--- config.mk ---
export PLATFORM = sky130hd
export DESIGN_NAME = lvi_ctrl
export DESIGN_NICKNAME = d
export VERILOG_FILES = /design/src/design/lvi_pkg.sv /design/src/design/lvi_ctrl.sv
export VERILOG_INCLUDE_DIRS = /design/src /design/src/design
export SDC_FILE = /design/constraint.sdc
export NUM_CORES = 1
export LEC_CHECK = 0
export ABC_AREA = 1
export BUFFER_PORTS_ARGS = -buffer_cell sky130_fd_sc_hd__buf_2
export CORE_AREA = 8 8 45 47
export CTS_BUF_LIST = sky130_fd_sc_hd__clkbuf_2 sky130_fd_sc_hd__clkbuf_4 sky130_fd_sc_hd__clkbuf_8
export DETAILED_ROUTE_END_ITERATION = 10
export DIE_AREA = 0 0 53 55
export GPL_TIMING_DRIVEN = 0
export PLACE_DENSITY = 0.37
export RECOVER_POWER = 25
export SLEW_MARGIN = 0
export SYNTH_ARGS = -nofsm -noshare
export SYNTH_HDL_FRONTEND = slang
export SYNTH_SLANG_ARGS = --single-unit
--- constraint.sdc ---
create_clock -name i_clk -period 1.4 [get_ports i_clk]
set_clock_uncertainty 0.2 [all_clocks]
set_input_delay 0.28 -clock i_clk [delete_from_list [all_inputs] [get_ports i_clk]]
set_output_delay 0.28 -clock i_clk [all_outputs]
set_load 0.02 [all_outputs]
--- src/design/leapfrog_verlet_integrator_unit_macros.svh ---
// assertion macros shared by the integrator modules
// no dependencies; included by files that carry concurrent checks
`ifndef LEAPFROG_VERLET_INTEGRATOR_UNIT_MACROS_SVH
`define LEAPFROG_VERLET_INTEGRATOR_UNIT_MACROS_SVH

// same-cycle implication
`define LVI_ASSERT_SAME(label, clk, rst_n, ante, cons) \
    label: assert property (@(posedge clk) disable iff (!rst_n) (ante) |-> (cons)) \
        else $error("integrator check failed");

// next-cycle implication
`define LVI_ASSERT_NEXT(label, clk, rst_n, ante, cons) \
    label: assert property (@(posedge clk) disable iff (!rst_n) (ante) |=> (cons)) \
        else $error("integrator check failed");

`endif

--- src/design/lvi_pkg.sv ---
// shared types, constants and saturation helpers for the leapfrog integrator
// no dependencies
`default_nettype none

package lvi_pkg;

    localparam int MAX_PARTICLES_DEF = 1024;
    localparam int WORD_W            = 32;
    localparam int WIDE_W            = 35;
    localparam int DT_W              = 16;
    localparam int PIDX_W            = 10;
    localparam int PROD_W            = 49;

    typedef logic signed [WORD_W-1:0] t_word;
    typedef logic signed [WIDE_W-1:0] t_wide;

    typedef enum logic [1:0] {
        OP_INIT  = 2'd0,
        OP_KICK  = 2'd1,
        OP_DRIFT = 2'd2,
        OP_NONE  = 2'd3
    } t_op;

    typedef enum logic [1:0] {
        AX_X    = 2'd0,
        AX_Y    = 2'd1,
        AX_Z    = 2'd2,
        AX_NONE = 2'd3
    } t_axis;

    typedef enum logic [1:0] {
        ST_IDLE,
        ST_READ,
        ST_MUL,
        ST_CALC
    } t_state;

    typedef struct packed {
        logic load;
        logic rd;
        logic mul;
        logic calc;
    } t_cmd;

    function automatic t_wide ext(input t_word x);
        ext = {{(WIDE_W-WORD_W){x[WORD_W-1]}}, x};
    endfunction

    function automatic logic sat_hit(input t_wide x);
        logic [WIDE_W-WORD_W:0] top;
        top     = x[WIDE_W-1:WORD_W-1];
        sat_hit = !((&top) || !(|top));
    endfunction

    function automatic t_word sat_word(input t_wide x);
        if (sat_hit(x)) begin
            sat_word = x[WIDE_W-1] ? {1'b1, {(WORD_W-1){1'b0}}} : {1'b0, {(WORD_W-1){1'b1}}};
        end else begin
            sat_word = x[WORD_W-1:0];
        end
    endfunction

endpackage

`default_nettype wire

--- src/design/lvi_ctrl.sv ---
// sequencer for the integrator: read, multiply, update, strobe
// depends on lvi_pkg and the assertion macro header
`default_nettype none
`include "leapfrog_verlet_integrator_unit_macros.svh"

module lvi_ctrl (
    input  wire logic          i_clk,
    input  wire logic          i_rst_n,
    input  wire logic          start,
    output logic               busy,
    output logic               o_done,
    output lvi_pkg::t_cmd      o_cmd
);
    import lvi_pkg::*;

    t_state r_state;
    t_state n_state;
    logic   r_done;
    logic   n_done;

    always_comb begin
        n_state = r_state;
        unique case (r_state)
            ST_IDLE: begin
                if (start) begin
                    n_state = ST_READ;
                end
            end
            ST_READ: n_state = ST_MUL;
            ST_MUL:  n_state = ST_CALC;
            ST_CALC: n_state = ST_IDLE;
            default: n_state = ST_IDLE;
        endcase
    end

    always_comb begin
        o_cmd  = '0;
        busy   = 1'b1;
        n_done = 1'b0;
        unique case (r_state)
            ST_IDLE: begin
                busy       = 1'b0;
                o_cmd.load = start;
            end
            ST_READ: o_cmd.rd = 1'b1;
            ST_MUL:  o_cmd.mul = 1'b1;
            ST_CALC: begin
                o_cmd.calc = 1'b1;
                n_done     = 1'b1;
            end
            default: busy = 1'b1;
        endcase
    end

    always_ff @(posedge i_clk) begin
        if (!i_rst_n) begin
            r_state <= ST_IDLE;
            r_done  <= 1'b0;
        end else begin
            r_state <= n_state;
            r_done  <= n_done;
        end
    end

    assign o_done = r_done;

    `LVI_ASSERT_NEXT(a_start_reads, i_clk, i_rst_n, start && !busy, r_state == ST_READ)
    `LVI_ASSERT_NEXT(a_calc_strobes, i_clk, i_rst_n, r_state == ST_CALC, o_done && !busy)
    `LVI_ASSERT_SAME(a_strobe_after_calc, i_clk, i_rst_n, o_done, $past(r_state) == ST_CALC)

endmodule

`default_nettype wire

==> impl_metrics.tcl <==
set metrics [dict create \
    status "finished with violations" \
    violations "negative setup slack" \
    worstPathRequired_ps 920 \
    cts_tree "built" \
    min_period_ps 1470 \
    numCtsBuffers 3 \
    die_x_um 53 \
    p_int_mw 0.605 \
    syn_area_um2 210 \
    avgSynthCellArea_um2 7.25 \
    synth_top_area_share 0.298 \
    leakage_nw 0.227 \
    reg2reg_from "r_state[1]" \
    critical_path_arrival_ps 990 \
    rsz0062_at_grt "true" \
    finalSetupViolations 5 \
    cp.buffers_inverters 3 \
    root_buffer "clkbuf_4" \
    clockBufferDepth 2 \
    synth.distinct_cells 9 \
    postLayoutCellArea_um2 420 \
    dp.cells 53 \
    instances_no_fill 63 \
    antenna_left 0 \
    slowest_stage "dfxtp_4" \
    hold_class "primary input to flop" \
    area_growth_pct 100 \
    die_y_um 55 \
    cp-end-kind "primary output" \
    syn_inst 29 \
    rows 14 \
    crit_start "r_state[1]" \
    wire_per_inst_um 7.94 \
    start_kind "flop" \
    drv_slew 0 \
    clk_pin_slew_ps 30 \
    antenna_cells 0 \
    first_pass_iters 1 \
    drive_above_1_share 0.617 \
    hold_violations 0 \
    dp_hpwl_um 347 \
    crit_fanout 3 \
    power.total_mw 0.988 \
    synth.most_common_cell "inv_1" \
    r2r_slack_ps 160 \
    slew-limit-headroom 0.927 \
    crit_path_max_incr_delay_ps 360 \
    yosys-top-cells-count "inv_1 (7), ha_1 (5), nand2_1 (5)" \
    clock_latency_ps 230 \
    timing.max_cap.violations 0 \
    fin_crit_sh 1.05 \
    timing.rr.end "r_state[0]" \
    vias_per_cell 3.38 \
    antenna_found_initial 0 \
    pin_count 9 \
    crit_cells 5 \
    grt_pass1_vias 236 \
    synth_edf_count 0 \
    sw_frac_of_total 0.387 \
    cp-endpoint "o_cmd[3]" \
    fmax_mhz 679 \
    async_reset_ff_frac 0 \
    dieArea_um2 2920 \
    h-tree-depth 1 \
    wl_um 500 \
    port_buffers 8 \
    syn_nets 37 \
    grt_max_degree 5 \
    critPathTopFamily "flip-flops" \
    p_seq_frac 0.169 \
    drt_iter0_drc 0 \
    setup_slack_ps -73.4 \
    cp_cell_sequence "inv_4 > ha_4 > nand2_2 > inv_2 > buf_6" \
    cts.sinks 3 \
    seq_area_frac_synth 0.286 \
    ys.flop_type "dfxtp_1" \
    grt_use_total 0.0437 \
    reg2regPathDepth 7 \
    power_density_nw_per_um2 2350 \
    cts_hold_buf 0 \
    yosys_warnings 0 \
    netSwitchingPower_mw 0.383 \
    vias 213 \
    route.detailed.drc 0 \
    worst_pin_slew_ps 110 \
    gp_congestion 0.593 \
    vdd_ir_drop_max_mv 0.842 \
    nNetsFinal 56 \
    pwr-share-comb 0.664 \
    p_clk_frac 0.168 \
    ys_top_cells_by_area "ha_1 (30%), dfxtp_1 (29%), inv_1 (13%)" \
    dpl_cell_area_um2 270 \
    crit_type "flop to primary output" \
    overflow 0 \
    grt_pass1_wl_um 910 \
    yosysTopAreaCell "ha_1" \
    initial_core_util 0.152 \
    ys_ff_latch 3 \
    hold_slack_ps 63.4 \
    core_area_um2 1380 \
]
per-stage QoR:
stage	utilization	worst slack, ps	setup TNS, ps
floorplan	-	97.0	0
global placement	0.195	-47.1	-68.1
detailed placement	0.195	-34.7	-47.8
CTS	0.297	-103	-337
global route	0.304	-123	-457
finish	0.304	-73.4	-255
timing repair:
item | 4_1_cts | 5_1_grt
setup buffers | 6 | 1
setup endpoints to repair | 5 | 5
resized for setup | 23 | 2
endpoints found under the hold margin | 0 | 0
pin swaps | 3 | 1
per-layer routing:
metal | up-vias | routed length [um] | share of wire | GRT usage
met5 | - | 0 | 0 | 0
met4 | 0 | 0 | 0 | 0.0517
met3 | 0 | 54 | 0.11 | 0.0160
met2 | 7 | 218 | 0.44 | 0.0586
met1 | 87 | 227 | 0.45 | 0.0485
li1 | 119 | - | - | -
layout by cell type, fill, tap and decap left out, drive strengths merged:
master and n:
buf 15, inv 8, nand2 5, nor2 5, ha 5, clkbuf 4, dfxtp 3, nand3 2
flip-flops by register name, indices dropped and copies added (netlist names):
signal   cells
o_done       1
r_state      2
worst reg2reg max path, cell delays in order (launching register included):
cell     delay, ps
dfxtp_4        360
inv_4           50
buf_4          130
ha_1           160
inv_1           50
nand2_1         50
nor2_1         100
nor2_1          50
cell families (layout without fill, tap and decap cells):
| logic type | Yosys count | in the layout | share of synthesized area |
|---|---|---|---|
| AND/OR/NAND/NOR | 12 | 12 | 0.238 |
| buffers and inverters | 9 | 27 | 0.179 |
| flip-flops | 3 | 3 | 0.286 |
| adder cells (fa/ha/maj) | 5 | 5 | 0.298 |
final cells by class:
type,count,area (um^2)
sequential,3,67.6
tap,16,20.0
timing repair buffer,15,128
inverter,8,35.0
multi-input combinational,17,140
fill,152,963
clock buffer,4,30.0
worst min-delay path by stage:
stage               depth (start not counted)    start  slack (ps)  endpoint
global placement                            3  i_rst_n         310    o_done
floorplan                                   2  i_rst_n         170    o_done
CTS                                         3  i_rst_n          60    o_done
detailed placement                          3  i_rst_n         300    o_done
global route                                3  i_rst_n          90    o_done
finish                                      3  i_rst_n          60    o_done
power by group through the flow:
| stage | sequential [mW] | clock [mW] | combinational, mW |
|---|---|---|---|
| floorplan | 0.138 | 0 | 0.281 |
| global placement | 0.138 | 0 | 0.376 |
| detailed placement | 0.137 | 0 | 0.374 |
| CTS | 0.172 | 0.174 | 0.627 |
| global route | 0.170 | 0.187 | 0.739 |
| finish | 0.167 | 0.166 | 0.656 |
Note: power is estimated with default switching activity, not from simulation.
